--- config.mk ---
export PLATFORM = sky130hd
export DESIGN_NAME = lzssd_front
export DESIGN_NICKNAME = d
export VERILOG_FILES = /design/src/hdl/lzssd_pkg.sv /design/src/hdl/lzssd_front.sv
export SDC_FILE = /design/constraint.sdc
export NUM_CORES = 1
export LEC_CHECK = 0
export ABC_AREA = 1
export ABC_CLOCK_PERIOD_IN_PS = 5400
export BUFFER_PORTS_ARGS = -buffer_cell sky130_fd_sc_hd__buf_2
export CORE_ASPECT_RATIO = 0.7
export CORE_MARGIN = 2
export CORE_UTILIZATION = 60
export CTS_CLUSTER_SIZE = 12
export DETAILED_ROUTE_END_ITERATION = 12
export PLACE_DENSITY = 0.81
export SYNTH_ARGS = -nofsm -noshare
export SYNTH_HDL_FRONTEND = slang
export SYNTH_SLANG_ARGS = --single-unit
export TNS_END_PERCENT = 100
--- constraint.sdc ---
create_clock -name clk -period 5.4 [get_ports clk]
set_input_delay 0.27 -clock clk [delete_from_list [all_inputs] [get_ports clk]]
set_output_delay 0.27 -clock clk [all_outputs]
set_load 0.005 [all_outputs]
--- src/hdl/lzssd_pkg.sv ---
`timescale 1ns / 1ps
package lzssd_pkg;

  localparam int unsigned WINDOW_DEPTH_DEF = 4096;
  localparam int unsigned LANES            = 4;
  localparam int unsigned CMDQ_DEPTH       = 4;
  localparam logic [23:0] LIMIT_RESET      = 24'd65536;

  // command kinds handed from the parser to the copy engine
  localparam logic [1:0] K_NOP   = 2'd0;
  localparam logic [1:0] K_LIT   = 2'd1;
  localparam logic [1:0] K_MATCH = 2'd2;

  // error codes on the result channel
  localparam logic [1:0] ERR_NONE  = 2'd0;
  localparam logic [1:0] ERR_EARLY = 2'd1;
  localparam logic [1:0] ERR_REF   = 2'd2;
  localparam logic [1:0] ERR_LIMIT = 2'd3;

  typedef struct packed {
    logic [1:0]  kind;
    logic        first;
    logic        last;
    logic        eos;
    logic [7:0]  data;
    logic [11:0] off;
    logic [8:0]  len;
  } cmd_t;

endpackage

--- src/hdl/lzssd_front.sv ---
`timescale 1ns / 1ps
module lzssd_front (
  input  logic               clk,
  input  logic               rst_n,
  input  logic               in_valid,
  output logic               in_stall,
  input  logic [7:0]         in_byte,
  input  logic               in_first,
  input  logic               in_last,
  input  logic               q_ready,
  output logic               q_push,
  output lzssd_pkg::cmd_t    q_cmd
);

  localparam logic [3:0] PH_FLAG1     = 4'd0;
  localparam logic [3:0] PH_FLAG2     = 4'd1;
  localparam logic [3:0] PH_LEN_HI    = 4'd2;
  localparam logic [3:0] PH_LEN_LO    = 4'd3;
  localparam logic [3:0] PH_LITERAL   = 4'd4;
  localparam logic [3:0] PH_SHORT_OFF = 4'd5;
  localparam logic [3:0] PH_WORD_HI   = 4'd6;
  localparam logic [3:0] PH_WORD_LO   = 4'd7;
  localparam logic [3:0] PH_EXTRA_LEN = 4'd8;

  logic [3:0]  ph_r, ph_nxt;
  logic [7:0]  cs_r, cs_nxt;
  logic [3:0]  cbl_r, cbl_nxt;
  logic [1:0]  plen_r, plen_nxt;
  logic [7:0]  hi_r, hi_nxt;
  logic [11:0] moff_r, moff_nxt;
  logic        stop_r, stop_nxt;
  logic        stop0, accept, bit_v;
  logic [15:0] w;

  assign in_stall = !q_ready;
  assign accept   = in_valid && q_ready;
  assign w        = {(in_first ? 8'd0 : hi_r), in_byte};

  always_comb begin
    ph_nxt   = in_first ? PH_FLAG1 : ph_r;
    cs_nxt   = in_first ? 8'd0 : cs_r;
    cbl_nxt  = in_first ? 4'd0 : cbl_r;
    plen_nxt = in_first ? 2'd0 : plen_r;
    hi_nxt   = in_first ? 8'd0 : hi_r;
    moff_nxt = in_first ? 12'd0 : moff_r;
    stop0    = in_first ? 1'b0 : stop_r;
    stop_nxt = stop0;
    bit_v    = 1'b0;
    q_cmd       = '0;
    q_cmd.kind  = lzssd_pkg::K_NOP;
    q_cmd.first = in_first;
    q_cmd.last  = in_last;
    q_cmd.data  = in_byte;
    q_push      = accept && !stop0;
    if (!stop0) begin
      case (ph_nxt)
        PH_LITERAL: begin
          q_cmd.kind = lzssd_pkg::K_LIT;
          ph_nxt     = PH_FLAG1;
        end
        PH_SHORT_OFF: begin
          q_cmd.kind = lzssd_pkg::K_MATCH;
          q_cmd.off  = (in_byte == 8'd0) ? 12'd256 : {4'd0, in_byte};
          q_cmd.len  = {7'd0, plen_nxt} + 9'd2;
          ph_nxt     = PH_FLAG1;
        end
        PH_WORD_HI: begin
          hi_nxt = in_byte;
          ph_nxt = PH_WORD_LO;
        end
        PH_WORD_LO: begin
          if (w == 16'd0) begin
            q_cmd.eos = 1'b1;
            ph_nxt    = PH_FLAG1;
          end else begin
            moff_nxt = w[15:4];
            if (w[3:0] == 4'd0) begin
              ph_nxt = PH_EXTRA_LEN;
            end else begin
              q_cmd.kind = lzssd_pkg::K_MATCH;
              q_cmd.off  = w[15:4];
              q_cmd.len  = {5'd0, w[3:0]} + 9'd2;
              ph_nxt     = PH_FLAG1;
            end
          end
        end
        PH_EXTRA_LEN: begin
          q_cmd.kind = lzssd_pkg::K_MATCH;
          q_cmd.off  = moff_nxt;
          q_cmd.len  = {1'b0, in_byte} + 9'd1;
          ph_nxt     = PH_FLAG1;
        end
        default: begin
          cs_nxt  = in_byte;
          cbl_nxt = 4'd8;
        end
      endcase
      // consume flag bits until a byte is needed; at most four in a row
      if (!q_cmd.eos) begin
        for (int i = 0; i < 4; i++) begin
          if (cbl_nxt != 4'd0 && ph_nxt <= PH_LEN_LO) begin
            bit_v   = cs_nxt[0];
            cs_nxt  = {1'b0, cs_nxt[7:1]};
            cbl_nxt = cbl_nxt - 4'd1;
            case (ph_nxt)
              PH_FLAG1:  ph_nxt = bit_v ? PH_FLAG2 : PH_LITERAL;
              PH_FLAG2:  ph_nxt = bit_v ? PH_LEN_HI : PH_WORD_HI;
              PH_LEN_HI: begin
                plen_nxt = {1'b0, bit_v};
                ph_nxt   = PH_LEN_LO;
              end
              default: begin
                plen_nxt = {plen_nxt[0], bit_v};
                ph_nxt   = PH_SHORT_OFF;
              end
            endcase
          end
        end
      end
      stop_nxt = q_cmd.eos || in_last;
    end
  end

  always_ff @(posedge clk) begin
    if (!rst_n) begin
      ph_r   <= PH_FLAG1;
      cs_r   <= '0;
      cbl_r  <= '0;
      plen_r <= '0;
      hi_r   <= '0;
      moff_r <= '0;
      stop_r <= 1'b0;
    end else if (accept) begin
      ph_r   <= ph_nxt;
      cs_r   <= cs_nxt;
      cbl_r  <= cbl_nxt;
      plen_r <= plen_nxt;
      hi_r   <= hi_nxt;
      moff_r <= moff_nxt;
      stop_r <= stop_nxt;
    end
  end

endmodule

* After elaboration in Yosys (flattened, before gate mapping)
Index checks and enable logic that the tools add are counted.
** Operators by class
- Add/subtract/negate cells :: 7
- Order comparisons :: 4
- Equal/unequal tests :: 13
- Multiplexer cells :: 92
- Reductions and logical operators :: 27
** Operators with widths (count)
- 8-bit two-way mux :: 18
- 4-bit two-way mux :: 31
- 21-bit two-way mux :: 3
- 21-bit case mux with 3 select lines :: 1
- 12-bit two-way mux :: 4
- 3-bit case mux with 3 select lines :: 4
- 3-bit two-way mux :: 8
- 4-bit logical NOT :: 5
- 2-bit two-way mux :: 10
- 4-bit by 1-bit == test with 1-bit output (second input constant) :: 4
- 4-bit by 2-bit == test with 1-bit output (second input constant) :: 4
- 4-bit by 3-bit == test with 1-bit output (second input constant) :: 4
- 4-bit by 2-bit less-or-equal comparator with 1-bit output (second input constant) :: 4
- 16-bit logical NOT :: 1
- 2-bit case mux with 2 select lines :: 4
- 4-bit nonzero test :: 4
- 4-bit by 1-bit subtractor with 4-bit output (second input constant) :: 4
- 4-bit case mux with 3 select lines :: 1
- 2-bit OR reduction :: 5
- 8-bit by 1-bit adder with 9-bit output (second input constant) :: 1
- 9-bit two-way mux :: 1
- 8-bit logical NOT :: 1
- 1-bit logical AND :: 6
- 1-bit two-way mux :: 6
- 8 further kinds :: 9
** Storage, ports and cells
- Register bits after elaboration :: 39

* Longest topological paths before layout
- Word-level depth :: 26
- Gate-level depth with buffers :: 42

* Worst setup path after synthesis
No wires, ideal clock.
- Path kind :: register -> register
- Start point :: register ph_r[3]
- End point :: register plen_r[0]
- Setup time :: 0.120 ns
- Arrival :: 4.483 ns
- Setup slack :: 0.797 ns
- Stages on the path, launching flop included :: 39
- Buffers on the path :: 3
- Period minus slack after synthesis :: 4.603 ns
- Cell sequence :: dfxtp_1 nand3_2 nor2_4 nor2_4 nand3_4 buf_2 nand2_1 ha_1 inv_1 nor2_1 inv_1 nor2_8 nor2_8 nand2_1 nand2_1 ha_1 inv_1 nor2_4 [... 3 more ...] nand2_2 ha_1 nand3_1 nor2_1 nor2_2 buf_4 nand2_1 nand2_1 inv_2 ha_1 inv_1 nor2_1 nand3_2 buf_4 nand3_1 nand2_1 o21bai_1 a21oi_1
** Between the ends
- Longest elaborated chain between the ends :: 26
** Ends and longest elaborated chain
- start: declaration :: RTL line lzssd_front.sv:25 : logic [3:0] ph_r, ph_nxt;
- start signal: assignment :: RTL line lzssd_front.sv:134 : ph_r <= ph_nxt;
- 4-bit two-way mux (*) :: RTL line lzssd_front.sv:40 : ph_nxt = in_first ? PH_FLAG1 : ph_r;
- 4-bit == test / 4-bit by 3-bit == test with 1-bit output (equally long branches) :: RTL line lzssd_front.sv:56 : case (ph_nxt)
- 3-bit OR reduction (no source line) / 5-bit OR reduction (equally long branches)
- 4-bit case mux with 3 select lines, or another cell as far along :: RTL line lzssd_front.sv:56
- 4-bit two-way mux / 8-bit two-way mux (equally long branches) :: RTL line lzssd_front.sv:55 : if (!stop0) begin
- 4-bit by 2-bit less-or-equal comparator with 1-bit output, or another cell as far along :: RTL line lzssd_front.sv:101 : if (cbl_nxt != 4'd0 && ph_nxt <= PH_LEN_LO) begin
- 1-bit logical AND / 3-bit case mux with 3 select lines (equally long branches) :: RTL line lzssd_front.sv:101, lzssd_front.sv:105
- 4-bit two-way mux / 8-bit two-way mux (equally long branches) :: RTL line lzssd_front.sv:101
- [... 10 more ...]
- 4-bit two-way mux :: RTL line lzssd_front.sv:99 : if (!q_cmd.eos) begin
- 4-bit two-way mux :: RTL line lzssd_front.sv:55
- 4-bit by 1-bit == test with 1-bit output / 4-bit logical NOT (equally long branches) :: RTL line lzssd_front.sv:105 : case (ph_nxt)
- 2-bit OR reduction (no source line)
- 2-bit case mux with 2 select lines :: RTL line lzssd_front.sv:105
- 2-bit two-way mux :: RTL line lzssd_front.sv:101
- 2-bit two-way mux (*) :: RTL line lzssd_front.sv:99
- 2-bit two-way mux (*) :: RTL line lzssd_front.sv:55
- end signal: assignment :: RTL line lzssd_front.sv:137 : plen_r <= plen_nxt;
- end: declaration :: RTL line lzssd_front.sv:28 : logic [1:0] plen_r, plen_nxt;
Every way passes the cells marked *; elsewhere a longest branch is shown, timed or not. The select of a mux whose other input is x is not followed.
A chain may end at the register's enable or synchronous reset.

* Worst setup path in the final report
- Start point :: register ph_r[2]
- End point :: register plen_r[0]
The elaborated chain is that of the path after synthesis.

==> results.toml <==
[synth]
syn_area_per_cell_um2 = 5.91
yosysUniqueCellTypes = 52
synthArstFlopShare_pct = 0
ys_seq_area_share_pct = 17.0
ys_top_cells_by_area = "nand2_1, dfxtp_1, inv_1"
ys_warn_count = 0
synth_largest_area_cell = "nand2_1"
synth_commonest_cells = "nand2_1, inv_1, nand3_1"
syn_area_um2 = 4600
synth_edf_count = 0
synth_ff_type = "dfxtp_1"
yosysMostFrequentCell = "nand2_1"
synth-seq-cells = 39
syn_inst = 779
synth_nets = 800
synth_top_area_share_pct = 17.8

[clock_network]
worst_setup_hold_path_clk_slew_ns = 0.08
clkSinkCount = 39
tritoncts = "built"
cts_inserted_buffers = 5
htreeDepth = 2
root_buffer = "clkbuf_8"
clockBufferDepth = 2
worstSkewPairLatency_ns = 0.30

[pwr]
p_clk_share_pct = 19.4
comb_power_share_pct = 56.5
p_int_w = 0.000721
sw_frac_of_total_pct = 47.6
ir_drop_mv = 0.136
seqPwrFrac_pct = 24.1
p_leak_nw = 2.52
power_density_nw_per_um2 = 274
power_switching_w = 0.000654

[placement]
globalplace.congestion = 0.964
pre_cts_slack_ns = 0.0491
hpwl_mm = 11.1
post_dp_cell_area_um2 = 4780
port_buffers = 49

[die]
core-area_um2 = 7350
io_pins = 50
dieArea_um2 = 8400
die_x_um = 109
start_util_pct = 62.6
die_h_um = 77.3
rows = 26

[finish]
antenna_cells = 0
area_growth_pct = 8.91
final_cell_area_um2 = 5010
final_layout_size_suffix_gt1_share_pct = 19.4
num-nets-final = 834
fill_cells = 717

[global_routing]
antenna_found_initial = 0
grt_pass1_vias = 4767
grt_first_pass_wirelength_mm = 23.3
grt_use_total_pct = 34.9
grt_start_max_net_pins = 37
gr-total-overflow = 0

[sta]
tightestPinTransition_ns = 1.24
fin_worst_skew_ns = 0.00909
setup_ws_ns = 0.386
fmax_mhz = 199
hold_ws_ns = 0.297
final-setup-viol-count = 0
final.min_clock_period_ns = 5.01
final.setup.tns_ns = 0
slew_viol_final = 0
hold_violations = 0
slew-limit-headroom_pct = 17.3
min_period_over_period_pct = 92.8

[detailed_routing]
via_per_inst = 5.95
first_pass_iters = 5
num_vias = 5430
drtAntennaViolNets = 0
drt_iter0_markers = 592
wl_per_cell_um = 16.1
wl_mm = 14.7
drcViolationCount = 0

[critical_path]
worstPathRequired_ns = 5.58
path_max_fanout = 19
worst_path_most_repeated_cell = "nand2_1"
cp-end-kind = "register"
cpPeakStageDelay_ns = 0.41
path_buf_inv = 6
crit_arrival_ns = 5.19
crit_slowest_cell = "dfxtp_2"
cp-start-kind = "register"
crit_family = "simple AND/OR/NAND/NOR gates"
critical_path_class = "register to register"

[run_status]
status = "finished clean"

[flow_run]
cap_violations = 0

[min_path]
hold_path.class = "input port to register"
[stage by stage]
step | power (W) | util [%] | cells
6_report | 0.00138 | 68.2 | 912
5_1_grt | 0.00147 | 68.2 | 912
4_1_cts | 0.00131 | 66.6 | 903
3_5_place_dp | 0.00105 | 65.0 | 895
3_3_place_gp | 0.00104 | 65.0 | 895
2_1_floorplan | 0.000908 | - | 779
[layer usage]
| metal | vias to the layer above | part of all wire [%] | global-route usage (%) |
|---|---|---|---|
| met5 | - | 0 | 0 |
| met2 | 331 | 40 | 48.3 |
| met4 | 0 | 0.64 | 6.03 |
| met3 | 12 | 13 | 10.2 |
| li1 | 2607 | - | - |
| met1 | 2480 | 46 | 53.2 |
[placed cells by master, fill, tap and decap left out, types with 2 or more instances in the layout]
cell type / instances
a211oi_1: 8
a21oi_1: 43
a21oi_2: 2
a221oi_1: 2
a31oi_1: 6
buf_2: 49
buf_4: 22
clkbuf_8: 6
clkinv_1: 3
dfxtp_1: 37
dfxtp_2: 2
ha_1: 7
inv_1: 99
inv_2: 10
nand2_1: 217
nand2_2: 15
nand2_4: 6
nand2_8: 3
nand3_1: 61
nand3_2: 8
nand3_4: 3
nand4_1: 9
nor2_1: 56
nor2_2: 7
nor2_4: 6
nor2_8: 2
nor3_1: 7
o211ai_1: 20
o21a_1: 4
o21ai_0: 52
o21ai_1: 8
o21ai_2: 3
o221ai_1: 7
o22ai_1: 2
o31ai_1: 2
or2_2: 3
[area by class of cell]
| type | count | area, um2 | share of cell area [%] |
|---|---|---|---|
| Sequential cell | 39 | 783 | 15.6 |
| Clock buffer | 6 | 82.6 | 1.65 |
| Multi-Input combinational cell | 581 | 3130 | 62.5 |
| Clock inverter | 2 | 35.0 | 0.699 |
| Inverter | 115 | 448 | 8.93 |
| Tap cell | 98 | 123 | 2.45 |
| Timing Repair Buffer | 71 | 410 | 8.18 |
[logic make-up after synthesis]
family | Yosys count | synth area share, %
and+or+nand+nor | 403 | 41.7
AOI/OAI and AO/OA | 169 | 23.0
buffers and inverters | 159 | 15.9
DFF | 39 | 17.0
adders and majority gates | 7 | 1.90
xor gates and xnor gates | 2 | 0.544
[registers in the layout, indices dropped and copies added (netlist names)]
signal and count:
stop_r 1, cs_r 8, cbl_r 4, moff_r 12, hi_r 8, ph_r 4, plen_r 2
[final timing paths]
kind	start	end	slack [ns]	cells after the start
hold / removal	in_last	stop_r$_SDFFE_PN0P_	0.30	3
setup reg to reg	ph_r[2]$_SDFFE_PN0P_	plen_r[0]$_SDFFE_PN0P_	0.39	35
setup / recovery	ph_r[2]$_SDFFE_PN0P_	plen_r[0]$_SDFFE_PN0P_	0.39	35
hold reg to reg	moff_r[8]$_SDFFE_PN0P_	moff_r[8]$_SDFFE_PN0P_	0.47	2
[repair_timing]
action,4_1_cts,5_1_grt
gates resized for setup,0,11
endpoints found under the setup margin,0,17
hold buffers,0,0
hold endpoints to repair,0,0
setup buffers,0,9
[power by group through the flow]
stage,clock network (W),logic (W),registers [W]
2_1_floorplan,0,0.000577,0.000331
4_1_cts,0.000266,0.000718,0.000329
3_3_place_gp,0,0.000705,0.000335
3_5_place_dp,0,0.000714,0.000336
6_report,0.000267,0.000777,0.000331
5_1_grt,0.000279,0.000861,0.000333
[tightest hold or removal path: cells and delay by family]
family                 cells  cell delay, ns
buffers and inverters      1            0.10
and+or+nand+nor            1            0.09
AOI/OAI and AO/OA          1            0.07
Power figures use the tool's default switching activity.
