[src/hdl/lzssd_pkg.sv]
`timescale 1ns / 1ps
package lzssd_pkg;

  localparam int unsigned WINDOW_DEPTH_DEF = 4096;
  localparam int unsigned LANES            = 4;
  localparam int unsigned CMDQ_DEPTH       = 4;
  localparam logic [23:0] LIMIT_RESET      = 24'd65536;

  // command kinds handed from the parser to the copy engine
  localparam logic [1:0] K_NOP   = 2'd0;
  localparam logic [1:0] K_LIT   = 2'd1;
  localparam logic [1:0] K_MATCH = 2'd2;

  // error codes on the result channel
  localparam logic [1:0] ERR_NONE  = 2'd0;
  localparam logic [1:0] ERR_EARLY = 2'd1;
  localparam logic [1:0] ERR_REF   = 2'd2;
  localparam logic [1:0] ERR_LIMIT = 2'd3;

  typedef struct packed {
    logic [1:0]  kind;
    logic        first;
    logic        last;
    logic        eos;
    logic [7:0]  data;
    logic [11:0] off;
    logic [8:0]  len;
  } cmd_t;

endpackage

[src/hdl/lzssd_cmdq.sv]
`timescale 1ns / 1ps
module lzssd_cmdq (
  input  logic            clk,
  input  logic            rst_n,
  input  logic            push,
  input  lzssd_pkg::cmd_t push_cmd,
  output logic            ready,
  input  logic            pop,
  output logic            valid,
  output lzssd_pkg::cmd_t head
);

  localparam int unsigned PW = $clog2(lzssd_pkg::CMDQ_DEPTH);

  lzssd_pkg::cmd_t mem_r [lzssd_pkg::CMDQ_DEPTH];
  logic [PW-1:0] wp_r, rp_r;
  logic [PW:0]   cnt_r;

  assign ready = cnt_r != (PW+1)'(lzssd_pkg::CMDQ_DEPTH);
  assign valid = cnt_r != '0;
  assign head  = mem_r[rp_r];

  always_ff @(posedge clk) begin
    if (!rst_n) begin
      wp_r  <= '0;
      rp_r  <= '0;
      cnt_r <= '0;
    end else begin
      if (push) begin
        wp_r <= wp_r + PW'(1);
      end
      if (pop) begin
        rp_r <= rp_r + PW'(1);
      end
      cnt_r <= cnt_r + (PW+1)'(push) - (PW+1)'(pop);
    end
  end

  always_ff @(posedge clk) begin
    if (push) begin
      mem_r[wp_r] <= push_cmd;
    end
  end

endmodule

[config.mk]
export PLATFORM = sky130hd
export DESIGN_NAME = lzssd_cmdq
export DESIGN_NICKNAME = d
export VERILOG_FILES = /design/src/hdl/lzssd_pkg.sv /design/src/hdl/lzssd_cmdq.sv
export SDC_FILE = /design/constraint.sdc
export NUM_CORES = 1
export LEC_CHECK = 0
export BUFFER_PORTS_ARGS = -buffer_cell sky130_fd_sc_hd__buf_2
export CORE_MARGIN = 2
export CORE_UTILIZATION = 40
export DETAILED_ROUTE_END_ITERATION = 10
export GPL_TIMING_DRIVEN = 1
export SETUP_SLACK_MARGIN = 0.02
export SLEW_MARGIN = 5
export SYNTH_ARGS = -nofsm -noshare
export SYNTH_HDL_FRONTEND = slang
export SYNTH_SLANG_ARGS = --single-unit
[constraint.sdc]
create_clock -name clk -period 4.65 [get_ports clk]
set_clock_uncertainty 0.1 [all_clocks]
set_input_delay 0.6975 -clock clk [delete_from_list [all_inputs] [get_ports clk]]
set_output_delay 0.6975 -clock clk [all_outputs]
set_load 0.02 [all_outputs]
Yosys cells after proc, flatten, opt, wreduce, memory -nomap -nowiden --
Memory sizes are Yosys's and may differ from the RTL's. A register that Yosys moved wholly into a read port is not among the register bits. Cells that the tools add are included.
Word-level totals: register bits 7, bits in latches 0, bits in writable memories 136, bits in read-only memories 0, bits of input ports 38, output and inout bits 36, memories 1
Operators by class: add/sub/neg operators 4, multipliers 0, divide/modulo/power cells 0, magnitude comparators 0, eq/ne operators 1, shift-type cells 0, mux-type cells 4, bitwise logic cells 0, reductions and logical operators 1
Memory list:
- mem_r | depth 4, width 34, rd ports 1, clocked after Yosys merged registers in 1, write ports 1, RTL line lzssd_cmdq.sv:15 | lzssd_pkg::cmd_t mem_r [lzssd_pkg::CMDQ_DEPTH];
Operators by type and width (number):
- adder 2 x 1 -> 2 bit, second input constant | 2
- two-way mux 2 bit | 2
- adder 3 x 1 -> 3 bit | 1
- inequality test 3 bit, second input constant | 1
- nonzero test 3 bit | 1
- subtractor 3 x 1 -> 3 bit | 1
- two-way mux 1 bit | 2

Depth between registers and ports, before layout --
Gate-level depths: netlist (run 1).
depth in word-level cells 3, gate-level depth with buffers 8

Worst setup path before layout (run 1) --
OpenSTA, ideal clock, no wires.
kind input to register, start point in push, end point mem mem_r[0][0] in the netlist's numbering, enable pin, setup time 394 ps, data arrival time 1535 ps, data required time 4156 ps, path slack 2620 ps, stages 1, cell sequence and2_1
Between the ends: word-level cells in the longest chain between the ends 2
RTL lines:
- start, declared | RTL line lzssd_cmdq.sv:5 | input logic push,
- two-way mux 1 bit | RTL line lzssd_cmdq.sv:40 | if (push) begin
- two-way mux 1 bit (not written as such) | RTL line lzssd_cmdq.sv:41 | mem_r[wp_r] <= push_cmd;
- end, declared | RTL line lzssd_cmdq.sv:15
Every way passes these cells.

==> results of run 1 <==
## metal layers
metal	routed length [um]	up-vias	share of wire [%]
met4	108	0	1.2
met1	3597	1204	41
met3	400	7	4.6
met2	4598	49	53
met5	0	-	0
li1	-	1089	-
## area by class of cell
type                       count  share of cell area, %
sequential                   145                  66.26
multi-input combinational     62                  15.86
clock buffer                  17                  6.607
timing repair buffer          74                  5.791
tap                          176                  3.420
clock inverter                15                  1.710
inverter                       6                 0.3498
## critical path: stages, from the launching register on
cell and delay [ns]:
sky130_fd_sc_hd__dfxtp_2 0.96, sky130_fd_sc_hd__buf_4 0.34, sky130_fd_sc_hd__mux4_2 0.51, sky130_fd_sc_hd__buf_2 0.17
## cells in the final DEF (no fill, tap or decap), types with 2 or more instances in the layout
| master | n |
|---|---|
| sky130_fd_sc_hd__clkinv_1 | 4 |
| sky130_fd_sc_hd__dfxtp_2 | 2 |
| sky130_fd_sc_hd__buf_2 | 73 |
| sky130_fd_sc_hd__mux4_2 | 30 |
| sky130_fd_sc_hd__and2_2 | 4 |
| sky130_fd_sc_hd__mux4_1 | 4 |
| sky130_fd_sc_hd__clkbuf_16 | 17 |
| sky130_fd_sc_hd__clkinv_4 | 6 |
| sky130_fd_sc_hd__inv_1 | 6 |
| sky130_fd_sc_hd__xnor2_1 | 2 |
| sky130_fd_sc_hd__dfxtp_1 | 7 |
| sky130_fd_sc_hd__edfxtp_1 | 136 |
| sky130_fd_sc_hd__nor2_1 | 7 |
| sky130_fd_sc_hd__ha_1 | 6 |
| sky130_fd_sc_hd__inv_6 | 4 |
## sequential cells by signal, summed over array words and instances, names as in the netlist, named ones only
name,cells
rp_r,2
mem_r,136
wp_r,2
cnt_r,3
## kinds of logic after synthesis
family | after synthesis | share of synthesized area [%]
and+or+nand+nor | 15 | 1.392
AOI/OAI and AO/OA | 2 | 0.2783
xor gates and xnor gates | 3 | 0.7425
muxes | 35 | 14.66
buffers and inverters | 14 | 2.088
adders and majority gates | 7 | 1.763
DFF | 145 | 79.07
## worst paths after layout
path                             startpoint          end  slack (ns)  cells after the start
worst max-delay path                   flop      head[0]        1.46                      3
worst min-delay path            push_cmd[3]  mem_r[1][3]        0.40                      1
worst max register to register      wp_r[0]  mem_r[0][6]        2.81                      3
worst min register to register      rp_r[1]         flop        0.44                      2
## stage by stage
| stage | area, sq um | hold slack (ns) | cells | total power, mW | setup WS (ns) |
|---|---|---|---|---|---|
| final | 6439 | 0.4030 | 495 | 3.054 | 1.456 |
| after global routing | 6439 | 0.3850 | 495 | 3.168 | 1.211 |
| after CTS | 6439 | 0.3888 | 495 | 3.090 | 1.324 |
| after detailed placement | 5903 | 0.4238 | 463 | 1.888 | 1.762 |
| after global placement | 5903 | 0.4046 | 463 | 1.879 | 1.775 |
| after floorplan | 5393 | 0.3993 | 221 | 1.783 | 2.620 |
## power by group
part	internal (mW)	switching [mW]	total [mW]
sequential	1.50	0.0430	1.55
clock	0.685	0.519	1.20
combinational	0.140	0.165	0.305
total	2.33	0.727	3.05
==> flow_summary.html, run 1 <==
<table>
<tr><th>Metric</th><th>Value</th></tr>
<tr><th colspan="2">Synth</th></tr>
<tr><td>Synth Warn #</td><td>0</td></tr>
<tr><td>Post-synthesis register bit count</td><td>145</td></tr>
<tr><td>Net Count, Synth</td><td>266</td></tr>
<tr><td>Top cells by instance count after synthesis</td><td>sky130_fd_sc_hd__edfxtp_1, sky130_fd_sc_hd__mux4_2, sky130_fd_sc_hd__dfxtp_1, sky130_fd_sc_hd__nor2_1</td></tr>
<tr><td>Register area share after synthesis</td><td>79.07%</td></tr>
<tr><td>Share of async-settable or async-resettable flops after synthesis</td><td>0%</td></tr>
<tr><td>Library cell with the largest summed area after synthesis</td><td>sky130_fd_sc_hd__edfxtp_1</td></tr>
<tr><td>Most instantiated flip-flop cell in the synthesis netlist</td><td>sky130_fd_sc_hd__edfxtp_1</td></tr>
<tr><td>Top-area cell type share of the netlist area</td><td>75.73%</td></tr>
<tr><td>Unique cell type count in the Yosys netlist</td><td>21</td></tr>
<tr><td>Post-Syn Area</td><td>5393 sq um</td></tr>
<tr><td>Number of flops mapped to enable cells by yosys</td><td>136</td></tr>
<tr><td>Largest cells by area after synthesis</td><td>sky130_fd_sc_hd__edfxtp_1, sky130_fd_sc_hd__mux4_2, sky130_fd_sc_hd__dfxtp_1</td></tr>
<tr><td>Cell with the most instances after synthesis</td><td>sky130_fd_sc_hd__edfxtp_1</td></tr>
<tr><td>Per-instance average area after synthesis</td><td>24.40 sq um</td></tr>
<tr><td>Post-synthesis cell count</td><td>221</td></tr>
<tr><th colspan="2">Detailed routing</th></tr>
<tr><td>Via count</td><td>2349</td></tr>
<tr><td>Final wirelength</td><td>8.704 mm</td></tr>
<tr><td>Initial DRC Count</td><td>196</td></tr>
<tr><td>Remaining antenna violation count</td><td>0</td></tr>
<tr><td>Vias per cell</td><td>4.745</td></tr>
<tr><td>Average wire length per cell after detail routing</td><td>17.58 um</td></tr>
<tr><td>Total iterations of the first detailed-routing run</td><td>4</td></tr>
<tr><td>Post-route DRC violation count</td><td>0</td></tr>
<tr><th colspan="2">GRT</th></tr>
<tr><td>First-pass GRT wire length</td><td>13.25 mm</td></tr>
<tr><td>Met2 capacity usage during global routing</td><td>21.20%</td></tr>
<tr><td>Initial antenna violation count</td><td>0</td></tr>
<tr><td>GR Layer Usage met1</td><td>15.41%</td></tr>
<tr><td>Maximum number of pins on one net before global-route repair</td><td>35</td></tr>
<tr><td>Overall track demand over capacity in global routing</td><td>12.78%</td></tr>
<tr><td>Met3 Usage GRT</td><td>4.610%</td></tr>
<tr><td>Top Usage Layer GRT</td><td>met2</td></tr>
<tr><td>GRT overflow</td><td>0</td></tr>
<tr><td>Via count of the first global-routing pass</td><td>2497</td></tr>
<tr><th colspan="2">Floorplan</th></tr>
<tr><td>Initial Utilization</td><td>40.88%</td></tr>
<tr><td>Die W</td><td>120.1 um</td></tr>
<tr><td>Die footprint</td><td>14430 sq um</td></tr>
<tr><td>Site Rows</td><td>42</td></tr>
<tr><td>Top-Level Pins</td><td>74</td></tr>
<tr><td>Core footprint</td><td>13190 sq um</td></tr>
<tr><td>Vertical die dimension</td><td>120.1 um</td></tr>
<tr><th colspan="2">Cells and area</th></tr>
<tr><td>Final net count</td><td>351</td></tr>
<tr><td>Antenna Cells</td><td>0</td></tr>
<tr><td>Combined area of the multi-input logic cells</td><td>1021 sq um</td></tr>
<tr><td>Footprint of the flip-flops and latches</td><td>4267 sq um</td></tr>
<tr><td>Utilization after layout</td><td>48.81%</td></tr>
<tr><td>Fill cell instance count of the final layout</td><td>1103</td></tr>
<tr><td>Ratio of cells with drive above 1 in the final layout</td><td>43.57%</td></tr>
<tr><td>Layout overhead on the synthesized area</td><td>19.40%</td></tr>
<tr><th colspan="2">Power and ir drop</th></tr>
<tr><td>Static Leakage</td><td>2.211 nW</td></tr>
<tr><td>Worst IR Drop VDD</td><td>259.4 uV</td></tr>
<tr><td>Power per unit of standard cell area</td><td>474.3 nW/um^2</td></tr>
<tr><th colspan="2">Critical path</th></tr>
<tr><td>Setup crit start kind</td><td>flop</td></tr>
<tr><td>Required time worst endpoint</td><td>3.85 ns</td></tr>
<tr><td>Sort of element at the end of the critical path</td><td>primary output</td></tr>
<tr><td>Arrival time of the worst setup path</td><td>2.40 ns</td></tr>
<tr><td>WS Path Type</td><td>flop to primary output</td></tr>
<tr><td>Crit path max fanout</td><td>27</td></tr>
<tr><th colspan="2">STA</th></tr>
<tr><td>Pins Over Slew Limit</td><td>0</td></tr>
<tr><td>Setup TNS</td><td>0 ns</td></tr>
<tr><td>Minimum clock period</td><td>3.194 ns</td></tr>
<tr><td>Unrepaired setup endpoints after global routing</td><td>false</td></tr>
<tr><td>Share of the clock period used by the worst path</td><td>68.70%</td></tr>
<tr><td>Timing-limited maximum frequency</td><td>313.0 MHz</td></tr>
<tr><td>Pin slew with the least headroom to its limit</td><td>0.9656 ns</td></tr>
<tr><td>Final Hold Viols</td><td>0</td></tr>
<tr><td>Worst slew slack as a fraction of its limit</td><td>35.63%</td></tr>
<tr><td>Setup-violating endpoint count in the final report</td><td>0</td></tr>
<tr><th colspan="2">Run status</th></tr>
<tr><td>Result of the run</td><td>complete, no violations</td></tr>
<tr><th colspan="2">Placed design</th></tr>
<tr><td>Port Buf Inserts</td><td>73</td></tr>
<tr><td>Routability cong.</td><td>0.6974</td></tr>
<tr><td>HPWL Detailed</td><td>5.060 mm</td></tr>
<tr><th colspan="2">Clock tree</th></tr>
<tr><td>Max Buffers Root-to-Sink</td><td>2</td></tr>
<tr><td>Clock tree from TritonCTS</td><td>built</td></tr>
<tr><td>H-tree levels</td><td>4</td></tr>
<tr><td>Clock latency of the later-clocked register in the worst-skew pair</td><td>0.40 ns</td></tr>
<tr><td>TritonCTS sink count</td><td>145</td></tr>
<tr><td>Total setup buffers inserted after CTS</td><td>0</td></tr>
<tr><td>Reg clk slew, reported paths</td><td>0.06 ns</td></tr>
<tr><td>CTS buffer count</td><td>17</td></tr>
<tr><td>Cell at the root of the clock tree</td><td>sky130_fd_sc_hd__clkbuf_16</td></tr>
<tr><td>Post-cts sizing count</td><td>0</td></tr>
<tr><td>Post-cts hold buffer count</td><td>0</td></tr>
<tr><th colspan="2">Flow run</th></tr>
<tr><td>Maximum capacitance violations</td><td>0</td></tr>
<tr><th colspan="2">Min path</th></tr>
<tr><td>Class of the tightest hold or removal check</td><td>input pin to flop</td></tr>
</table>
Power figures use the tool's default switching activity.
==> inputs of run 2 (changes only) <==
ABC_AREA = 1   (was default)
clock period = 3.2 ns   (was 4.65 ns; I/O delays follow)
==> flow_summary.html, run 2 <==
<table>
<tr><th>Metric</th><th>Value</th></tr>
<tr><th colspan="2">GRT</th></tr>
<tr><td>Top Usage Layer GRT</td><td>met2 (unchanged)</td></tr>
<tr><td>Overall track demand over capacity in global routing</td><td>13.97% (was 12.78%)</td></tr>
<tr><td>GR Layer Usage met1</td><td>16.57% (was 15.41%)</td></tr>
<tr><td>Met2 capacity usage during global routing</td><td>23.56% (was 21.20%)</td></tr>
<tr><td>First-pass GRT wire length</td><td>16.61 mm (was 13.25 mm)</td></tr>
<tr><td>Via count of the first global-routing pass</td><td>3259 (was 2497)</td></tr>
<tr><td>Maximum number of pins on one net before global-route repair</td><td>69 (was 35)</td></tr>
<tr><td>Initial antenna violation count</td><td>1 (was 0)</td></tr>
<tr><td>GRT overflow</td><td>0 (unchanged)</td></tr>
<tr><td>Met3 Usage GRT</td><td>4.418% (was 4.610%)</td></tr>
<tr><th colspan="2">Floorplan</th></tr>
<tr><td>Die W</td><td>125.6 um (was 120.1 um)</td></tr>
<tr><td>Die footprint</td><td>15780 sq um (was 14430 sq um)</td></tr>
<tr><td>Vertical die dimension</td><td>125.6 um (was 120.1 um)</td></tr>
<tr><td>Initial Utilization</td><td>40.87% (was 40.88%)</td></tr>
<tr><td>Core footprint</td><td>14480 sq um (was 13190 sq um)</td></tr>
<tr><td>Site Rows</td><td>44 (was 42)</td></tr>
<tr><td>Top-Level Pins</td><td>74 (unchanged)</td></tr>
<tr><th colspan="2">Cells and area</th></tr>
<tr><td>Max FFs per register</td><td>136 (unchanged)</td></tr>
<tr><td>Footprint of the flip-flops and latches</td><td>4272 sq um (was 4267 sq um)</td></tr>
<tr><td>Fill cell instance count of the final layout</td><td>1280 (was 1103)</td></tr>
<tr><td>Regs by FF count</td><td>mem_r: 136 flops, cnt_r: 3 flops (unchanged)</td></tr>
<tr><td>Highest-count cells in the layout ignoring fill and taps</td><td>sky130_fd_sc_hd__edfxtp_1, sky130_fd_sc_hd__inv_1, sky130_fd_sc_hd__nand2_1 (was sky130_fd_sc_hd__edfxtp_1, sky130_fd_sc_hd__buf_2, sky130_fd_sc_hd__mux4_2)</td></tr>
<tr><td>Antenna Cells</td><td>0 (unchanged)</td></tr>
<tr><td>Layout overhead on the synthesized area</td><td>18.48% (was 19.40%)</td></tr>
<tr><td>Ratio of cells with drive above 1 in the final layout</td><td>25.19% (was 43.57%)</td></tr>
<tr><td>Final net count</td><td>568 (was 351)</td></tr>
<tr><td>Combined area of the multi-input logic cells</td><td>1182 sq um (was 1021 sq um)</td></tr>
<tr><td>Top reg by flops</td><td>mem_r (unchanged)</td></tr>
<tr><td>Leading cell type in the layout, fill and taps excluded</td><td>sky130_fd_sc_hd__edfxtp_1 (unchanged)</td></tr>
<tr><th colspan="2">Synth</th></tr>
<tr><td>Register area share after synthesis</td><td>72.05% (was 79.07%)</td></tr>
<tr><td>Net Count, Synth</td><td>497 (was 266)</td></tr>
<tr><td>Cell with the most instances after synthesis</td><td>sky130_fd_sc_hd__edfxtp_1 (unchanged)</td></tr>
<tr><td>Top cells by instance count after synthesis</td><td>sky130_fd_sc_hd__edfxtp_1, sky130_fd_sc_hd__inv_1, sky130_fd_sc_hd__nand2_1, sky130_fd_sc_hd__a21oi_1, sky130_fd_sc_hd__o21ai_0 (was sky130_fd_sc_hd__edfxtp_1, sky130_fd_sc_hd__mux4_2, sky130_fd_sc_hd__dfxtp_1, sky130_fd_sc_hd__nor2_1)</td></tr>
<tr><td>Combinational family with the most area after synthesis</td><td>compound AO/OA/AOI/OAI gates (was multiplexers)</td></tr>
<tr><td>Top-area cell type share of the netlist area</td><td>69.01% (was 75.73%)</td></tr>
<tr><td>Adder-cell area share of the yosys netlist</td><td>1.607% (was 1.763%)</td></tr>
<tr><td>Post-synthesis register bit count</td><td>145 (unchanged)</td></tr>
<tr><td>Largest cells by area after synthesis</td><td>sky130_fd_sc_hd__edfxtp_1, sky130_fd_sc_hd__o211ai_2, sky130_fd_sc_hd__inv_1 (was sky130_fd_sc_hd__edfxtp_1, sky130_fd_sc_hd__mux4_2, sky130_fd_sc_hd__dfxtp_1)</td></tr>
<tr><td>Post-Synth XOR/XNOR Area</td><td>0% (was 0.7425%)</td></tr>
<tr><td>Most instantiated flip-flop cell in the synthesis netlist</td><td>sky130_fd_sc_hd__edfxtp_1 (unchanged)</td></tr>
<tr><td>Post-Syn Area</td><td>5918 sq um (was 5393 sq um)</td></tr>
<tr><td>Post-synthesis cell count</td><td>452 (was 221)</td></tr>
<tr><td>Number of flops mapped to enable cells by yosys</td><td>136 (unchanged)</td></tr>
<tr><td>Area share of and/or/nand/nor cells after synthesis</td><td>5.264% (was 1.392%)</td></tr>
<tr><td>Library cell with the largest summed area after synthesis</td><td>sky130_fd_sc_hd__edfxtp_1 (unchanged)</td></tr>
<tr><td>Unique cell type count in the Yosys netlist</td><td>17 (was 21)</td></tr>
<tr><td>Proportion of synthesized area in mux cells</td><td>0% (was 14.66%)</td></tr>
<tr><td>Synth Warn #</td><td>0 (unchanged)</td></tr>
<tr><td>Per-instance average area after synthesis</td><td>13.09 sq um (was 24.40 sq um)</td></tr>
<tr><td>Share of async-settable or async-resettable flops after synthesis</td><td>0% (unchanged)</td></tr>
<tr><td>Fraction of the mapped netlist area in compound gates</td><td>13.11% (was 0.2784%)</td></tr>
<tr><th colspan="2">STA</th></tr>
<tr><td>Share of the clock period used by the worst path</td><td>81.94%</td></tr>
<tr><td>Pins Over Slew Limit</td><td>0 (unchanged)</td></tr>
<tr><td>Unrepaired setup endpoints after global routing</td><td>false (unchanged)</td></tr>
<tr><td>Minimum clock period</td><td>2.622 ns</td></tr>
<tr><td>Worst slew slack as a fraction of its limit</td><td>39.20% (was 35.63%)</td></tr>
<tr><td>Final Hold Viols</td><td>0 (unchanged)</td></tr>
<tr><td>Timing-limited maximum frequency</td><td>381.4 MHz</td></tr>
<tr><td>Setup TNS</td><td>0 ns (unchanged)</td></tr>
<tr><td>Final setup margin</td><td>0.5779 ns (was 1.456 ns)</td></tr>
<tr><td>Pin slew with the least headroom to its limit</td><td>0.9107 ns (was 0.9656 ns)</td></tr>
<tr><td>Setup-violating endpoint count in the final report</td><td>0 (unchanged)</td></tr>
<tr><th colspan="2">Detailed routing</th></tr>
<tr><td>Total iterations of the first detailed-routing run</td><td>4 (unchanged)</td></tr>
<tr><td>Average wire length per cell after detail routing</td><td>14.60 um (was 17.58 um)</td></tr>
<tr><td>Vias per cell</td><td>4.646 (was 4.745)</td></tr>
<tr><td>Via count</td><td>3345 (was 2349)</td></tr>
<tr><td>Remaining antenna violation count</td><td>0 (unchanged)</td></tr>
<tr><td>Post-route DRC violation count</td><td>0 (unchanged)</td></tr>
<tr><td>Final wirelength</td><td>10.51 mm (was 8.704 mm)</td></tr>
<tr><td>Initial DRC Count</td><td>288 (was 196)</td></tr>
<tr><th colspan="2">Clock tree</th></tr>
<tr><td>TritonCTS sink count</td><td>145 (unchanged)</td></tr>
<tr><td>Reg clk slew, reported paths</td><td>0.06 ns (about the same)</td></tr>
<tr><td>Max Buffers Root-to-Sink</td><td>2 (unchanged)</td></tr>
<tr><td>Total setup buffers inserted after CTS</td><td>0 (unchanged)</td></tr>
<tr><td>Clock tree from TritonCTS</td><td>built (unchanged)</td></tr>
<tr><td>H-tree levels</td><td>4 (unchanged)</td></tr>
<tr><td>Post-cts sizing count</td><td>0 (unchanged)</td></tr>
<tr><td>CTS buffer count</td><td>17 (unchanged)</td></tr>
<tr><td>Post-cts hold buffer count</td><td>0 (unchanged)</td></tr>
<tr><td>Cell at the root of the clock tree</td><td>sky130_fd_sc_hd__clkbuf_16 (unchanged)</td></tr>
<tr><td>Clock latency of the later-clocked register in the worst-skew pair</td><td>0.41 ns (was 0.40 ns)</td></tr>
<tr><th colspan="2">Power and ir drop</th></tr>
<tr><td>Comb power frac</td><td>9.2% (was 10.0%)</td></tr>
<tr><td>Internal power component</td><td>3.678 mW (was 2.327 mW)</td></tr>
<tr><td>Static Leakage</td><td>2.759 nW (was 2.211 nW)</td></tr>
<tr><td>Power per unit of standard cell area</td><td>675.9 nW/um^2 (was 474.3 nW/um^2)</td></tr>
<tr><td>Sw power</td><td>1.061 mW (was 726.6 uW)</td></tr>
<tr><td>Worst IR Drop VDD</td><td>349.5 uV (was 259.4 uV)</td></tr>
<tr><td>Proportion of total power due to net switching</td><td>22.39% (was 23.79%)</td></tr>
<tr><td>Sequential fraction of design power</td><td>47.1% (was 50.6%)</td></tr>
<tr><td>Proportion of power drawn by the clock network</td><td>43.8% (was 39.4%)</td></tr>
<tr><th colspan="2">Placed design</th></tr>
<tr><td>Routability cong.</td><td>0.6706 (was 0.6974)</td></tr>
<tr><td>HPWL Detailed</td><td>6.024 mm (was 5.060 mm)</td></tr>
<tr><td>Port Buf Inserts</td><td>73 (unchanged)</td></tr>
<tr><td>Worst setup slack before clock tree synthesis</td><td>1.019 ns (was 1.762 ns)</td></tr>
<tr><th colspan="2">Critical path</th></tr>
<tr><td>Setup crit start kind</td><td>flop (unchanged)</td></tr>
<tr><td>FF-to-FF Start</td><td>wp_r[0] (unchanged)</td></tr>
<tr><td>Required time worst endpoint</td><td>2.62 ns (was 3.85 ns)</td></tr>
<tr><td>WS Path Type</td><td>flop to primary output (unchanged)</td></tr>
<tr><td>Crit path max fanout</td><td>56 (was 27)</td></tr>
<tr><td>Flop2flop setup slack</td><td>1.37 ns (was 2.81 ns)</td></tr>
<tr><td>Arrival time of the worst setup path</td><td>2.04 ns (was 2.40 ns)</td></tr>
<tr><td>Sort of element at the end of the critical path</td><td>primary output (unchanged)</td></tr>
<tr><th colspan="2">Min path</th></tr>
<tr><td>Class of the tightest hold or removal check</td><td>input pin to flop (unchanged)</td></tr>
<tr><td>Critical hold path startpoint</td><td>push_cmd[33] (was push_cmd[3])</td></tr>
<tr><th colspan="2">Run status</th></tr>
<tr><td>Result of the run</td><td>complete, no violations (unchanged)</td></tr>
<tr><th colspan="2">Flow run</th></tr>
<tr><td>Maximum capacitance violations</td><td>0 (unchanged)</td></tr>
</table>
==> run 2: cell count changes after synthesis, sizes merged, moves of 2 or more <==
cell / before / now
nand3: 0 / 3
a21oi: 1 / 40
and2: 5 / 0
mux4: 34 / 0
nand2: 1 / 77
nor2: 7 / 2
xnor2: 2 / 0
o211ai: 0 / 34
clkbuf: 1 / 3
buf: 7 / 20
o21ai: 0 / 38
inv: 6 / 83
==> run 2: final cells by class <==
class | count | share of cell area (%)
clock buffer | 18 | 6.121
timing repair buffer | 75 | 5.603
multi-input combinational | 201 | 16.86
sequential | 145 | 60.92
tap | 184 | 3.283
inverter | 83 | 4.443
clock inverter | 14 | 2.766
==> run 2: per-stage QoR <==
step	util, %	power (mW)	hold slack [ns]	cell area (sq um)	cells
floorplan	-	2.555	0.3356	5918	452
global placement	44.12	2.696	0.3338	6389	688
detailed placement	44.12	2.715	0.3559	6389	688
CTS	48.43	4.790	0.1577	7012	720
global route	48.43	4.929	0.1648	7012	720
finish	48.43	4.739	0.1805	7012	720
==> run 2: worst paths after layout <==
| check | to | cells after the start |
|---|---|---|
| max | head[28] | 5 |
| min | mem_r[1][33] | 1 |
| min reg2reg | flop | 2 |
| max reg2reg | mem_r[2][13] | 4 |
==> run 2: layer usage <==
metal	wire length (um)	share of wire, %
met1	4411	42
met3	568	5.4
met5	11	0.10
met2	5346	51
met4	176	1.7
==> run 2: critical path, cell delays in order, from the launching register on <==
cell and delay (ns):
sky130_fd_sc_hd__dfxtp_4 0.74, sky130_fd_sc_hd__buf_12 0.33, sky130_fd_sc_hd__a21oi_1 0.10, sky130_fd_sc_hd__o21ai_0 0.14
sky130_fd_sc_hd__nand2_1 0.12, sky130_fd_sc_hd__buf_2 0.18
==> run 2: power groups by stage <==
stage / clock, mW / combinational (mW) / sequential [mW]
after global placement: 0 / 0.428 / 2.27
after floorplan: 0 / 0.325 / 2.23
final: 2.07 / 0.434 / 2.23
after detailed placement: 0 / 0.443 / 2.27
after CTS: 2.11 / 0.445 / 2.23
after global routing: 2.20 / 0.488 / 2.24
==> run 2: cells by family (layout without fill, tap and decap cells) <==
group | after synthesis | count (layout)
flops | 145 | 145
compound gates | 112 | 112
buf+inv | 106 | 190
simple gates | 82 | 82
fa+ha+maj | 7 | 7
==> inputs of run 3 (changes only) <==
clock period = 2.3 ns   (was 3.2 ns; I/O delays follow)
==> flow_summary.html, run 3 (synthesized netlist as in run 2, its figures left out) <==
<table>
<tr><th>Metric</th><th>Value</th></tr>
<tr><th colspan="2">Run status</th></tr>
<tr><td>Result of the run</td><td>complete, no violations (unchanged)</td></tr>
<tr><th colspan="2">Critical path</th></tr>
<tr><td>WS Path Type</td><td>flop to primary output (unchanged)</td></tr>
<tr><td>FF-to-FF path depth</td><td>4 (unchanged)</td></tr>
<tr><td>Crit path max fanout</td><td>48 (was 56)</td></tr>
<tr><td>Crit. path cell count</td><td>5 (unchanged)</td></tr>
<tr><td>Total buffers and inverters traversed by the critical path</td><td>2 (unchanged)</td></tr>
<tr><td>Sort of element at the end of the critical path</td><td>primary output (unchanged)</td></tr>
<tr><td>Delay-heaviest family, CP</td><td>flip-flops (unchanged)</td></tr>
<tr><td>Critical-path cell with the highest stage delay</td><td>sky130_fd_sc_hd__dfxtp_4 (unchanged)</td></tr>
<tr><td>Stage delay of the slowest cell on the critical path</td><td>0.49 ns (was 0.74 ns)</td></tr>
<tr><td>Arrival time of the worst setup path</td><td>1.63 ns (was 2.04 ns)</td></tr>
<tr><td>Crit-path cells</td><td>buf_12 &gt; a21oi_1 &gt; o21ai_0 &gt; nand2_1 &gt; buf_2 (unchanged)</td></tr>
<tr><td>Required time worst endpoint</td><td>1.86 ns (was 2.62 ns)</td></tr>
<tr><td>Setup crit start kind</td><td>flop (unchanged)</td></tr>
<tr><th colspan="2">Detailed routing</th></tr>
<tr><td>Initial DRC Count</td><td>166 (was 288)</td></tr>
<tr><td>Final wirelength</td><td>10.61 mm (was 10.51 mm)</td></tr>
<tr><td>Remaining antenna violation count</td><td>0 (unchanged)</td></tr>
<tr><td>Via count</td><td>3428 (was 3345)</td></tr>
<tr><td>Total iterations of the first detailed-routing run</td><td>4 (unchanged)</td></tr>
<tr><td>Post-route DRC violation count</td><td>0 (unchanged)</td></tr>
<tr><td>Vias per cell</td><td>4.709 (was 4.646)</td></tr>
<tr><td>Average wire length per cell after detail routing</td><td>14.57 um (was 14.60 um)</td></tr>
<tr><th colspan="2">Floorplan</th></tr>
<tr><td>Site Rows</td><td>44 (unchanged)</td></tr>
<tr><td>Vertical die dimension</td><td>125.6 um (unchanged)</td></tr>
<tr><td>Top-Level Pins</td><td>74 (unchanged)</td></tr>
<tr><td>Core footprint</td><td>14480 sq um (unchanged)</td></tr>
<tr><td>Die W</td><td>125.6 um (unchanged)</td></tr>
<tr><td>Die footprint</td><td>15780 sq um (unchanged)</td></tr>
<tr><td>Initial Utilization</td><td>40.87% (unchanged)</td></tr>
<tr><th colspan="2">STA</th></tr>
<tr><td>Setup TNS</td><td>0 ns (unchanged)</td></tr>
<tr><td>Share of the clock period used by the worst path</td><td>90.02%</td></tr>
<tr><td>Pins Over Slew Limit</td><td>0 (unchanged)</td></tr>
<tr><td>Pin slew with the least headroom to its limit</td><td>0.4817 ns (was 0.9107 ns)</td></tr>
<tr><td>Final Hold Viols</td><td>0 (unchanged)</td></tr>
<tr><td>Unrepaired setup endpoints after global routing</td><td>false (unchanged)</td></tr>
<tr><td>Setup-violating endpoint count in the final report</td><td>0 (unchanged)</td></tr>
<tr><td>Minimum clock period</td><td>2.070 ns</td></tr>
<tr><td>Timing-limited maximum frequency</td><td>483.0 MHz</td></tr>
<tr><td>Worst slew slack as a fraction of its limit</td><td>67.84% (was 39.20%)</td></tr>
<tr><th colspan="2">Cells and area</th></tr>
<tr><td>Cell Count, Final, Fillers Out</td><td>728 (was 720)</td></tr>
<tr><td>Antenna Cells</td><td>0 (unchanged)</td></tr>
<tr><td>Layout overhead on the synthesized area</td><td>20.36% (was 18.48%)</td></tr>
<tr><td>Regs by FF count</td><td>mem_r: 136 flops, cnt_r: 3 flops (unchanged)</td></tr>
<tr><td>Footprint of the flip-flops and latches</td><td>4272 sq um (unchanged)</td></tr>
<tr><td>Ratio of cells with drive above 1 in the final layout</td><td>26.84% (was 25.19%)</td></tr>
<tr><td>Highest-count cells in the layout ignoring fill and taps</td><td>sky130_fd_sc_hd__edfxtp_1, sky130_fd_sc_hd__inv_1, sky130_fd_sc_hd__nand2_1 (unchanged)</td></tr>
<tr><td>Leading cell type in the layout, fill and taps excluded</td><td>sky130_fd_sc_hd__edfxtp_1 (unchanged)</td></tr>
<tr><td>Final net count</td><td>576 (was 568)</td></tr>
<tr><td>Fill cell instance count of the final layout</td><td>1260 (was 1280)</td></tr>
<tr><td>Combined area of the multi-input logic cells</td><td>1182 sq um (unchanged)</td></tr>
<tr><td>Top reg by flops</td><td>mem_r (unchanged)</td></tr>
<tr><td>Max FFs per register</td><td>136 (unchanged)</td></tr>
<tr><th colspan="2">Clock tree</th></tr>
<tr><td>Clock latency of the later-clocked register in the worst-skew pair</td><td>0.41 ns (about the same)</td></tr>
<tr><td>Cell at the root of the clock tree</td><td>sky130_fd_sc_hd__clkbuf_16 (unchanged)</td></tr>
<tr><td>Clock tree from TritonCTS</td><td>built (unchanged)</td></tr>
<tr><td>Max Buffers Root-to-Sink</td><td>2 (unchanged)</td></tr>
<tr><td>Post-cts sizing count</td><td>0 (unchanged)</td></tr>
<tr><td>Reg clk slew, reported paths</td><td>0.06 ns (about the same)</td></tr>
<tr><td>H-tree levels</td><td>4 (unchanged)</td></tr>
<tr><td>CTS buffer count</td><td>17 (unchanged)</td></tr>
<tr><td>TritonCTS sink count</td><td>145 (unchanged)</td></tr>
<tr><td>Post-cts hold buffer count</td><td>0 (unchanged)</td></tr>
<tr><th colspan="2">GRT</th></tr>
<tr><td>Via count of the first global-routing pass</td><td>3387 (was 3259)</td></tr>
<tr><td>First-pass GRT wire length</td><td>16.84 mm (was 16.61 mm)</td></tr>
<tr><td>Overall track demand over capacity in global routing</td><td>14.01% (was 13.97%)</td></tr>
<tr><td>Maximum number of pins on one net before global-route repair</td><td>69 (unchanged)</td></tr>
<tr><td>Initial antenna violation count</td><td>1 (unchanged)</td></tr>
<tr><td>GRT overflow</td><td>0 (unchanged)</td></tr>
<tr><th colspan="2">Power and ir drop</th></tr>
<tr><td>Worst IR Drop VDD</td><td>502.1 uV (was 349.5 uV)</td></tr>
<tr><td>Power per unit of standard cell area</td><td>917.6 nW/um^2 (was 675.9 nW/um^2)</td></tr>
<tr><td>Static Leakage</td><td>2.807 nW (was 2.759 nW)</td></tr>
<tr><th colspan="2">Min path</th></tr>
<tr><td>Class of the tightest hold or removal check</td><td>input pin to flop (unchanged)</td></tr>
<tr><td>Worst hold stages</td><td>1 (unchanged)</td></tr>
<tr><th colspan="2">Placed design</th></tr>
<tr><td>Routability cong.</td><td>0.6885 (was 0.6706)</td></tr>
<tr><td>Placed Cells</td><td>695 (was 688)</td></tr>
<tr><td>Port Buf Inserts</td><td>73 (unchanged)</td></tr>
<tr><td>HPWL Detailed</td><td>6.293 mm (was 6.024 mm)</td></tr>
<tr><th colspan="2">Flow run</th></tr>
<tr><td>Maximum capacitance violations</td><td>0 (unchanged)</td></tr>
</table>
[run 3: changes by cell type in the layout (fill, tap and decap cells not counted), moves of 2 or more]
cell / delta
sky130_fd_sc_hd__buf_12: +5
sky130_fd_sc_hd__buf_4: +2
sky130_fd_sc_hd__inv_6: +4
sky130_fd_sc_hd__bufinv_16: -2
sky130_fd_sc_hd__clkinv_1: -2
sky130_fd_sc_hd__clkinv_4: +2
sky130_fd_sc_hd__clkinv_2: -3
[run 3: cell type report]
| cell class | count | area share [%] |
|---|---|---|
| well taps | 184 | 3.232 |
| clock buffers | 17 | 5.972 |
| inverters | 83 | 4.374 |
| multi-input cells | 201 | 16.60 |
| flip-flops and latches | 145 | 59.97 |
| repair buffers | 83 | 7.290 |
| clock inverters | 15 | 2.565 |
[run 3: metal layers]
layer / GRT usage, % / wire, um / part of all wire, %
met5: 0 / 13 / 0.12
met4: 6.340 / 199 / 1.9
met3: 4.928 / 512 / 4.8
met2: 23.82 / 5307 / 50
met1: 15.95 / 4576 / 43
[run 3: report_power, final]
part / switching (mW) / total [mW] / internal [mW]
combinational: 0.452 / 0.676 / 0.225
clock: 1.08 / 2.80 / 1.72
sequential: 0.0448 / 3.06 / 3.02
total: 1.58 / 6.54 / 4.96
[run 3: per-stage QoR]
step	hold WS, ns	utilization, %	power (mW)	setup slack (ns)	instance area (sq um)
global placement	0.3368	44.92	3.779	0.5533	6504
CTS	0.02191	49.12	6.604	0.08432	7112
floorplan	0.3356	-	3.555	0.5511	5918
detailed placement	0.3516	44.92	3.802	0.5170	6504
global route	0.02760	49.20	6.801	0.08272	7123
finish	0.04120	49.20	6.536	0.2296	7123
[run 3: path summary, 6_finish.rpt]
check | startpoint | end | slack [ns]
max reg2reg | wp_r[0] | mem_r[3][0] | 0.66
min reg2reg | rp_r[1] | flop | 0.36
max | flop | head[23] | 0.23
min | push_cmd[4] | mem_r[0][4] | 0.04
[run 3: what timing repair did]
item	in CTS	in global routing
buffers inserted	0	1
endpoints found under the hold margin	0	0
endpoints found under the setup margin	0	11
